[config.mk]
export PLATFORM = sky130hd
export DESIGN_NAME = telemetry_range_rate_gate_top
export DESIGN_NICKNAME = d
export VERILOG_FILES = /design/src/rtl/trrg_pkg.sv /design/src/rtl/trrg_in_stage.sv /design/src/rtl/trrg_check.sv /design/src/rtl/telemetry_range_rate_gate_top.sv
export SDC_FILE = /design/constraint.sdc
export NUM_CORES = 2
export LEC_CHECK = 0
export ABC_AREA = 1
export BUFFER_PORTS_ARGS = -buffer_cell sky130_fd_sc_hd__buf_2
export CORE_MARGIN = 2
export CORE_UTILIZATION = 60
export DETAILED_ROUTE_END_ITERATION = 8
export GPL_TIMING_DRIVEN = 0
export PLACE_DENSITY_LB_ADDON = 0.3
export REMOVE_ABC_BUFFERS = 1
export SETUP_SLACK_MARGIN = 0.5
export SYNTH_ARGS = -nofsm -noshare
export SYNTH_HDL_FRONTEND = slang
export SYNTH_HIERARCHICAL = 1
export SYNTH_SLANG_ARGS = --single-unit
[constraint.sdc]
create_clock -name clk_i -period 11 [get_ports clk_i]
set_clock_uncertainty 0.05 [all_clocks]
set_input_delay 0.55 -clock clk_i [delete_from_list [all_inputs] [get_ports clk_i]]
set_output_delay 0.55 -clock clk_i [all_outputs]
set_load 0.02 [all_outputs]
[src/rtl/trrg_pkg.sv]
package trrg_pkg;

  // Stream payload widths, padded to whole bytes
  localparam int unsigned InDataW  = 96;
  localparam int unsigned OutDataW = 8;

  // Configuration port
  localparam int unsigned CfgIdxW  = 3;
  localparam int unsigned CfgDataW = 20;

  localparam logic [CfgIdxW-1:0] REG_POWER_MAX      = 3'd0;
  localparam logic [CfgIdxW-1:0] REG_TEMP_MIN       = 3'd1;
  localparam logic [CfgIdxW-1:0] REG_TEMP_MAX       = 3'd2;
  localparam logic [CfgIdxW-1:0] REG_POWER_RATE_MAX = 3'd3;
  localparam logic [CfgIdxW-1:0] REG_TEMP_RATE_MAX  = 3'd4;
  localparam logic [CfgIdxW-1:0] REG_WATER_RATE_MAX = 3'd5;

  // Water level 1.0 in Q16
  localparam logic [16:0] WATER_ONE = 17'h10000;

  typedef enum logic [1:0] {
    Q_GOOD    = 2'd0,
    Q_SUSPECT = 2'd1,
    Q_BAD     = 2'd2
  } quality_e;

  typedef struct packed {
    logic [31:0]        timestamp_s;
    logic signed [19:0] power;
    logic signed [15:0] temperature;
    logic signed [17:0] water_level;
    logic               power_ok;
    logic               temp_ok;
    logic               water_ok;
  } frame_t;

  typedef struct packed {
    logic [31:0]        timestamp_s;
    logic signed [19:0] power;
    logic signed [15:0] temperature;
    logic signed [17:0] water_level;
  } prev_t;

  typedef struct packed {
    frame_t cur;
    prev_t  prev;
    logic   have_prev;
  } stage_t;

  typedef struct packed {
    logic [18:0]        power_max;
    logic signed [15:0] temp_min;
    logic signed [15:0] temp_max;
    logic [19:0]        power_rate_max;
    logic [15:0]        temp_rate_max;
    logic [17:0]        water_rate_max;
  } cfg_t;

endpackage

[src/rtl/trrg_in_stage.sv]
module trrg_in_stage (
  input  logic            clk_i,
  input  logic            rst_ni,
  input  logic            valid_i,
  output logic            ready_o,
  input  trrg_pkg::frame_t frame_i,
  input  logic            advance_i,
  output logic            valid_o,
  output trrg_pkg::stage_t stage_o
);
  import trrg_pkg::*;

  logic   s1_valid_q;
  stage_t s1_q;
  prev_t  prev_q;
  logic   have_prev_q;
  logic   accept;

  assign ready_o = !s1_valid_q || advance_i;
  assign accept  = valid_i && ready_o;
  assign valid_o = s1_valid_q;
  assign stage_o = s1_q;

  // Stage valid flag
  always_ff @(posedge clk_i or negedge rst_ni) begin
    if (!rst_ni) begin
      s1_valid_q <= 1'b0;
    end else if (ready_o) begin
      s1_valid_q <= valid_i;
    end
  end

  // Previous-frame history: every accepted frame replaces it
  always_ff @(posedge clk_i or negedge rst_ni) begin
    if (!rst_ni) begin
      have_prev_q <= 1'b0;
    end else if (accept) begin
      have_prev_q <= 1'b1;
    end
  end

  always_ff @(posedge clk_i) begin
    if (accept) begin
      prev_q.timestamp_s <= frame_i.timestamp_s;
      prev_q.power       <= frame_i.power;
      prev_q.temperature <= frame_i.temperature;
      prev_q.water_level <= frame_i.water_level;
    end
  end

  // Input register with a snapshot of the history it is judged against
  always_ff @(posedge clk_i) begin
    if (accept) begin
      s1_q.cur       <= frame_i;
      s1_q.prev      <= prev_q;
      s1_q.have_prev <= have_prev_q;
    end
  end

endmodule

[src/rtl/trrg_check.sv]
module trrg_check (
  input  trrg_pkg::stage_t   stage_i,
  input  trrg_pkg::cfg_t     cfg_i,
  output trrg_pkg::quality_e quality_o
);
  import trrg_pkg::*;

  logic        in_range;
  logic        healthy;
  logic [32:0] dt;
  logic        dt_bad;
  logic [20:0] pw_diff;
  logic [16:0] tp_diff;
  logic [18:0] wl_diff;
  logic [20:0] pw_abs;
  logic [16:0] tp_abs;
  logic [18:0] wl_abs;
  logic [51:0] pw_lim;
  logic [47:0] tp_lim;
  logic [49:0] wl_lim;
  logic        rate_ok;

  // Range and health
  assign healthy = stage_i.cur.power_ok && stage_i.cur.temp_ok && stage_i.cur.water_ok;
  assign in_range = !stage_i.cur.power[19]
                 && (stage_i.cur.power[18:0] <= cfg_i.power_max)
                 && (stage_i.cur.temperature >= cfg_i.temp_min)
                 && (stage_i.cur.temperature <= cfg_i.temp_max)
                 && !stage_i.cur.water_level[17]
                 && (stage_i.cur.water_level[16:0] <= WATER_ONE);

  // Time step, signed 33 bits without wrap
  assign dt     = {1'b0, stage_i.cur.timestamp_s} - {1'b0, stage_i.prev.timestamp_s};
  assign dt_bad = dt[32] || (dt == 33'd0);

  // Absolute changes
  assign pw_diff = {stage_i.cur.power[19], stage_i.cur.power}
                 - {stage_i.prev.power[19], stage_i.prev.power};
  assign tp_diff = {stage_i.cur.temperature[15], stage_i.cur.temperature}
                 - {stage_i.prev.temperature[15], stage_i.prev.temperature};
  assign wl_diff = {stage_i.cur.water_level[17], stage_i.cur.water_level}
                 - {stage_i.prev.water_level[17], stage_i.prev.water_level};
  assign pw_abs  = pw_diff[20] ? (21'd0 - pw_diff) : pw_diff;
  assign tp_abs  = tp_diff[16] ? (17'd0 - tp_diff) : tp_diff;
  assign wl_abs  = wl_diff[18] ? (19'd0 - wl_diff) : wl_diff;

  // Rate limit times step; dt is positive here so its low 32 bits are the step
  assign pw_lim = {32'd0, cfg_i.power_rate_max} * {20'd0, dt[31:0]};
  assign tp_lim = {32'd0, cfg_i.temp_rate_max} * {16'd0, dt[31:0]};
  assign wl_lim = {32'd0, cfg_i.water_rate_max} * {18'd0, dt[31:0]};

  assign rate_ok = ({31'd0, pw_abs} <= pw_lim)
                && ({31'd0, tp_abs} <= tp_lim)
                && ({31'd0, wl_abs} <= wl_lim);

  // Rating
  always_comb begin
    priority if (!in_range || !healthy) begin
      quality_o = Q_BAD;
    end else if (!stage_i.have_prev) begin
      quality_o = Q_GOOD;
    end else if (dt_bad) begin
      quality_o = Q_BAD;
    end else if (rate_ok) begin
      quality_o = Q_GOOD;
    end else begin
      quality_o = Q_SUSPECT;
    end
  end

endmodule

[src/rtl/telemetry_range_rate_gate_top.sv]
// A request accepted into the input register has its result on the master side once
// the result register takes it (input register, then result register).
// Throughput: one frame per cycle unless m_axis_tready stalls the output; the input
// register feeds one stage of range checks and three parallel rate multiplies into the
// result register. Reset (rst_ni low, asynchronous): pipeline empty, no previous frame held,
// all limit registers at their widest settings.
module telemetry_range_rate_gate_top (
  input  logic                             clk_i,
  input  logic                             rst_ni,
  // Configuration writes
  input  logic                             cfg_we_i,
  input  logic [trrg_pkg::CfgIdxW-1:0]     cfg_idx_i,
  input  logic [trrg_pkg::CfgDataW-1:0]    cfg_data_i,
  // Frame input
  input  logic                             s_axis_tvalid,
  output logic                             s_axis_tready,
  // timestamp_s[31:0], power[51:32], temperature[67:52], water_level[85:68],
  // power_ok[86], temp_ok[87], water_ok[88], zero[95:89]
  input  logic [trrg_pkg::InDataW-1:0]     s_axis_tdata,
  // Rating output
  output logic                             m_axis_tvalid,
  input  logic                             m_axis_tready,
  // quality[1:0], forward[2], zero[7:3]
  output logic [trrg_pkg::OutDataW-1:0]    m_axis_tdata
);
  import trrg_pkg::*;

  cfg_t     cfg_q;
  frame_t   frame;
  stage_t   stage;
  logic     s1_valid;
  logic     advance;
  quality_e quality;
  logic     out_valid_q;
  quality_e out_q;

  // Limit registers
  always_ff @(posedge clk_i or negedge rst_ni) begin
    if (!rst_ni) begin
      cfg_q.power_max      <= 19'h7FFFF;
      cfg_q.temp_min       <= 16'sh8000;
      cfg_q.temp_max       <= 16'sh7FFF;
      cfg_q.power_rate_max <= 20'hFFFFF;
      cfg_q.temp_rate_max  <= 16'hFFFF;
      cfg_q.water_rate_max <= 18'h3FFFF;
    end else if (cfg_we_i) begin
      unique case (cfg_idx_i)
        REG_POWER_MAX:      cfg_q.power_max      <= cfg_data_i[18:0];
        REG_TEMP_MIN:       cfg_q.temp_min       <= cfg_data_i[15:0];
        REG_TEMP_MAX:       cfg_q.temp_max       <= cfg_data_i[15:0];
        REG_POWER_RATE_MAX: cfg_q.power_rate_max <= cfg_data_i[19:0];
        REG_TEMP_RATE_MAX:  cfg_q.temp_rate_max  <= cfg_data_i[15:0];
        REG_WATER_RATE_MAX: cfg_q.water_rate_max <= cfg_data_i[17:0];
        default: ;
      endcase
    end
  end

  // Unpack input payload
  assign frame.timestamp_s = s_axis_tdata[31:0];
  assign frame.power       = s_axis_tdata[51:32];
  assign frame.temperature = s_axis_tdata[67:52];
  assign frame.water_level = s_axis_tdata[85:68];
  assign frame.power_ok    = s_axis_tdata[86];
  assign frame.temp_ok     = s_axis_tdata[87];
  assign frame.water_ok    = s_axis_tdata[88];

  assign advance = s1_valid && (!out_valid_q || m_axis_tready);

  trrg_in_stage u_in_stage (
    .clk_i     (clk_i),
    .rst_ni    (rst_ni),
    .valid_i   (s_axis_tvalid),
    .ready_o   (s_axis_tready),
    .frame_i   (frame),
    .advance_i (advance),
    .valid_o   (s1_valid),
    .stage_o   (stage)
  );

  trrg_check u_check (
    .stage_i   (stage),
    .cfg_i     (cfg_q),
    .quality_o (quality)
  );

  // Result register
  always_ff @(posedge clk_i or negedge rst_ni) begin
    if (!rst_ni) begin
      out_valid_q <= 1'b0;
    end else if (!out_valid_q || m_axis_tready) begin
      out_valid_q <= s1_valid;
    end
  end

  always_ff @(posedge clk_i) begin
    if (advance) begin
      out_q <= quality;
    end
  end

  assign m_axis_tvalid = out_valid_q;
  assign m_axis_tdata  = {5'd0, (out_q == Q_GOOD), out_q};

endmodule
* Word-level counts from Yosys, hierarchy flattened
Index checks and enable logic that the tools add are counted.
** Storage, ports and cells
- Register bits after elaboration :: 286
- Bits of input ports :: 124
- Output and inout bits :: 10
- Word-level logic and storage cells :: 83
** Cells by class
- Add/sub/neg operators :: 7
- $mul :: 3
- Order comparisons :: 7
- Equal/unequal tests :: 5
- Mux-type cells :: 6
- Bitwise operators :: 1
- Reduce and logical (&&, ||, !) cells :: 31
** Operators by type and width (count)
- $le 21x52->1 :: 1
- $mul 20x32->52 :: 1
- $le 19x50->1 :: 1
- $mul 18x32->50 :: 1
- $le 17x48->1 :: 1
- $mul 16x32->48 :: 1
- $logic_not 33->1 :: 1
- $sub 32x32->33 :: 1
- $mux 21 :: 1
- $sub 1x21->21 const A :: 1
- $sub 20x20->21 :: 1
- $le 19x19->1 :: 1
- $mux 19 :: 1
- $sub 1x19->19 const A :: 1
- $sub 18x18->19 :: 1
- $le 17x17->1 const B :: 1
- $mux 17 :: 1
- $sub 1x17->17 const A :: 1
- $sub 16x16->17 :: 1
- $ge 16x16->1 :: 1
- $le 16x16->1 :: 1
- $reduce_and 2->1 :: 6
- $logic_and 1x1->1 :: 11
- $eq 3x2->1 const B :: 2
- other kinds (10) :: 20

* Longest topological paths before layout
- Depth in word-level cells :: 9
- Mapped depth :: 53
- Gate-level depth less buffers :: 52

* Hierarchy
The synthesis kept the hierarchy.
** By module, submodules not included
- trrg_check :: times used 1, cells each 9262, area each 66030.8 µm², seq. area each 0.0 µm²
- trrg_in_stage :: times used 1, cells each 185, area each 5366.4 µm², seq. area each 5335.1 µm²
- telemetry_range_rate_gate_top :: times used 1, cells each 478, area each 4377.9 µm², seq. area each 2824.0 µm²

* Least setup slack after synthesis
No wires, ideal clock.
- Kind :: reg-to-reg
- Start :: reg u_in_stage.s1_q, in the netlist u_in_stage/stage_o[55]
- End :: reg out_q[0], data pin
- Library setup time :: 249 ps
- Arrival time :: 7838 ps
- Data required time :: 10701 ps
- Slack :: 2863 ps
- Stages on the path, launching flop included :: 47
- Path buffers :: 1
- Period minus slack after synthesis :: 8137 ps
- Path through :: edfxtp_1 ha_1 fa_1 inv_1 nand3_1 nand2_1 a21boi_1 o21bai_1 or2_2 nand2_1 inv_1 clkbuf_1 nand2_1 fa_1 inv_1 fa_1 inv_1 fa_1 (+11 left out) nand2_1 nand2_1 nand2_1 nand3b_1 xnor2_1 ha_1 a21oi_1 o21ai_0 a21oi_1 nand3_1 nand3_1 nand2_1 nand3_1 nor2_1 nand3_1 nand3_1 nand2_1 inv_1
** On the way
- Cells in the longest elaborated chain, start to end :: 6
- Elaborated cells on any way between the ends :: 13
- Classes of those cells :: add/sub (1); mul (3); order compare (3); mux (1); reduce/logical (5)
** RTL lines
- from (decl) :: RTL line trrg_in_stage.sv:14 : stage_t s1_q;
- $sub 32x32->33 * :: RTL line trrg_check.sv:33 : assign dt = {1'b0, stage_i.cur.timestamp_s} - {1'b0, stage_i.prev.timestamp_s};
- $mul 20x32->52 or $mul 16x32->48 (tied branches) :: RTL line trrg_check.sv:48, trrg_check.sv:49
- $le 21x52->1 or $le 17x48->1 (tied branches) :: RTL line trrg_check.sv:52, trrg_check.sv:53
- $logic_and 1x1->1 :: RTL line trrg_check.sv:53 : && ({31'd0, tp_abs} <= tp_lim)
- $logic_and 1x1->1 :: RTL line trrg_check.sv:54 : && ({31'd0, wl_abs} <= wl_lim);
- $mux 1 :: RTL line trrg_check.sv:64 : end else if (rate_ok) begin
- to (signal assigned) :: RTL line telemetry_range_rate_gate_top.sv:98 : out_q <= quality;
- to (decl) :: RTL line telemetry_range_rate_gate_top.sv:35 : quality_e out_q;
Mark *: on every way between the ends. The rest lies on a longest branch, timed or not.
A chain may end at the register's enable or synchronous reset.

* Worst setup path in the final report
- Start :: reg u_in_stage.s1_q, in the netlist u_in_stage/stage_o[161]
- End :: reg out_q[0], data pin
Same word-level chain as after synthesis.

==> flow_metrics.env <==
export IMPL_fp_coreArea_um2=125000
export IMPL_drc_errors=0
export IMPL_setup_viol=0
export IMPL_synth_top_family_by_area="adder cells"
export IMPL_synth_simple_area_share=0.223
export IMPL_dp_hpwl_um=188000
export IMPL_clock_sinks=286
export IMPL_antenna_found_initial=5
export IMPL_numPortBuffers=121
export IMPL_ys_flop_type="edfxtp_1"
export IMPL_slew_limit_headroom=0.146
export IMPL_slowest_stage="clkinvlp_4"
export IMPL_crit_path_end_kind="flop"
export IMPL_drive_gt1_frac=0.0472
export IMPL_synth_compound_area_share=0.0374
export IMPL_required_ns=11.44
export IMPL_h_tree_depth=2
export IMPL_overflow=0
export IMPL_start_util=0.604
export IMPL_worstSetupStartpointType="flop"
export IMPL_clk_pin_slew_ns=0.09
export IMPL_final_hold_viol_count=0
export IMPL_reg2reg_slack_ns=0.78
export IMPL_numCtsBuffers=37
export IMPL_clock_fmax_ghz=0.0978
export IMPL_ioPinCount=134
export IMPL_num_rows=130
export IMPL_drt_wl_total_um=244000
export IMPL_synth_xor_area_frac=0.0174
export IMPL_critPathMaxStageDelay_ns=0.93
export IMPL_clk_latency_ns=0.64
export IMPL_grt_start_max_net_pins=101
export IMPL_clockBufferDepth=3
export IMPL_cts_root_buf="clkbuf_16"
export IMPL_ys_seq_elements=286
export IMPL_grt_pass1_vias=67800
export IMPL_status="complete, no violations"
export IMPL_avgRoutedWirePerCell_um=21.2
export IMPL_min_delay_worst_endpoint="u_in_stage/stage_o[143]"
export IMPL_rsz0062_at_grt="no"
export IMPL_r2r_cells=35
export IMPL_synth_warning_count=6
export IMPL_synth_fa_ha_area_frac=0.479
export IMPL_arrival_ns=10.66
export IMPL_nets=12000
export IMPL_min_period_over_period=0.930
export IMPL_layout_common_cells="nand2_1 (2554), inv_1 (2297), fa_1 (1437), nor2_1 (1141), ha_1 (602)"
export IMPL_synth_edf_count=178
export IMPL_r2r_end="out_q[0]"
export IMPL_finalCriticalPeriod_ns=10.22
export IMPL_syn2layout_area_growth_pct=5.16
export IMPL_vias=65500
export IMPL_dr_pass1_iters=8
export IMPL_async_flop_share=0.378
export IMPL_netlist_area_um2=75800
export IMPL_routed_via_density=5.70
export IMPL_ant_nets=0
export IMPL_fp_dieH_um=359
export IMPL_cts_tree="done"
export IMPL_maxCapViolations=0
export IMPL_drv_slew=0
export IMPL_setup_ws_ns=0.775
export IMPL_hold_start="s_axis_tdata[51]"
export IMPL_seq_area_frac_synth=0.108
export IMPL_grt_total_usage=0.382
export IMPL_gp_congestion=0.974
export IMPL_drt_iter0_markers=6367
export IMPL_die_area_um2=129000
export IMPL_synth_cell_types=64
export IMPL_r2r_start="u_in_stage/stage_o[161]"
export IMPL_path_max_fanout=17
export IMPL_grt_pass1_wl_um=380000
export IMPL_min_path_type="input pin to flop"
export IMPL_whs_path_depth=1
export IMPL_synth_avg_cell_area_um2=7.63
export IMPL_yosys_mux_area_fraction=0.000264
export IMPL_dp_slack_ns=-0.718
export IMPL_fp_dieW_um=359
export IMPL_syn_inst=9925
export IMPL_tightest_slew_ns=1.28
export IMPL_layout_commonest_cell="nand2_1"
export IMPL_worstSetupPathType="flop to flop"
export IMPL_critPathMostFrequentCell="inv_1"
==> state kept, by name (all words and copies together) (netlist names) <==
signal	count
out_q	2
u_in_stage/stage_o	176
m_axis_tvalid	1
u_in_stage/have_prev_q	1
cfg_q	105
u_in_stage/valid_o	1
==> worst max-delay path by stage <==
| stage | start | to | slack (ns) | depth (start not counted) |
|---|---|---|---|---|
| 6_report | u_in_stage/stage_o[161] | out_q[0] | 0.78 | 35 |
| 5_1_grt | u_in_stage/stage_o[146] | out_q[0] | 0.52 | 45 |
| 4_1_cts | u_in_stage/stage_o[55] | out_q[0] | 0.50 | 41 |
| 3_5_place_dp | u_in_stage/stage_o[55] | out_q[0] | -0.72 | 46 |
| 3_3_place_gp | u_in_stage/stage_o[162] | out_q[0] | -3.56 | 39 |
| 2_1_floorplan | u_in_stage/stage_o[146] | out_q[0] | 2.33 | 42 |
==> cells in the mapped netlist (3+ instances only) <==
library cell / number / area [µm²]
nand3_1: 314 / 1570
o21ai_1: 15 / 75.1
nand2_2: 15 / 93.8
nor3_1: 52 / 260
o21bai_1: 32 / 240
dfstp_2: 89 / 2340
xor2_1: 72 / 631
ha_1: 603 / 7540
nor4_1: 15 / 93.8
and2_1: 6 / 37.5
a21boi_0: 11 / 82.6
nor2_2: 6 / 37.5
buf_2: 29 / 145
clkbuf_1: 290 / 1090
buf_4: 6 / 45.0
nand2_1: 2577 / 9670
o21ai_2: 3 / 26.3
nor2_1: 1144 / 4290
and3_1: 4 / 25.0
inv_2: 14 / 52.6
a31oi_1: 8 / 50.1
a21oi_2: 5 / 43.8
o211ai_1: 6 / 45.0
or2_2: 11 / 68.8
inv_1: 2318 / 8700
xnor2_1: 64 / 561
nand4_1: 65 / 407
a21o_1: 16 / 120
a21oi_1: 275 / 1380
or2_1: 4 / 25.0
o21a_1: 8 / 60.1
xor2_2: 8 / 130
nor2_4: 5 / 56.3
o21ai_0: 108 / 541
clkinv_1: 24 / 90.1
fa_1: 1438 / 28800
nand3b_1: 23 / 173
edfxtp_1: 178 / 5350
buf_1: 15 / 56.3
dfrtp_1: 19 / 475
==> layout make-up <==
| type | count | area (µm²) |
|---|---|---|
| well taps | 1650 | 2060 |
| clock inverters | 26 | 325 |
| multi-input cells | 6947 | 57600 |
| inverters | 2356 | 8970 |
| fillers | 11000 | 45700 |
| repair inverters | 4 | 25.0 |
| repair buffers | 171 | 1520 |
| flip-flops and latches | 286 | 8160 |
| diodes | 9 | 22.5 |
| clock buffers | 42 | 955 |
==> critical path, delay by kind of cell, from the launching register on <==
| family | cells | cell delay [ns] |
|---|---|---|
| buffers and inverters | 9 | 1.52 |
| AO/OA/AOI/OAI | 4 | 1.05 |
| AND/OR/NAND/NOR | 12 | 2.02 |
| XOR/XNOR | 2 | 1.15 |
| adder cells (fa/ha/maj) | 8 | 3.82 |
| flip-flops | 1 | 0.41 |
==> layer usage <==
metal | wire length [µm] | global-route usage
met1 | 89900 | 0.479
met2 | 108000 | 0.596
met3 | 29900 | 0.113
met4 | 15800 | 0.209
met5 | 253 | 0.00444
==> cell families after synthesis <==
kind of cell,Yosys count
AOI/OAI and AO/OA,504
DFF,286
and+or+nand+nor,4251
xor gates and xnor gates,144
muxes,2
other,1
buffers and inverters,2696
adders and majority gates,2041
==> through the flow <==
step	instance area (µm²)	hold WS, ns	util	TNS (ns)	std cells
3_5_place_dp	78000	0.391	0.622	-0.718	11400
2_1_floorplan	74500	0.204	-	0	9589
3_3_place_gp	77100	0.387	0.615	-3.56	11400
5_1_grt	79700	0.0174	0.635	0	11500
6_report	79700	0.0247	0.635	0	11500
4_1_cts	79300	0.00773	0.633	0	11500
==> what timing repair did <==
item,4_1_cts,5_1_grt
gates resized for setup,19,45
hold endpoints to repair,7,0
pin swaps,0,2
gates cloned,0,4
setup buffers,0,11
hold buffers,1,0
endpoints found under the setup margin,1,1
Power is not shown: default switching activity piles up to over one toggle a cycle in this logic, so the estimate is an artifact.
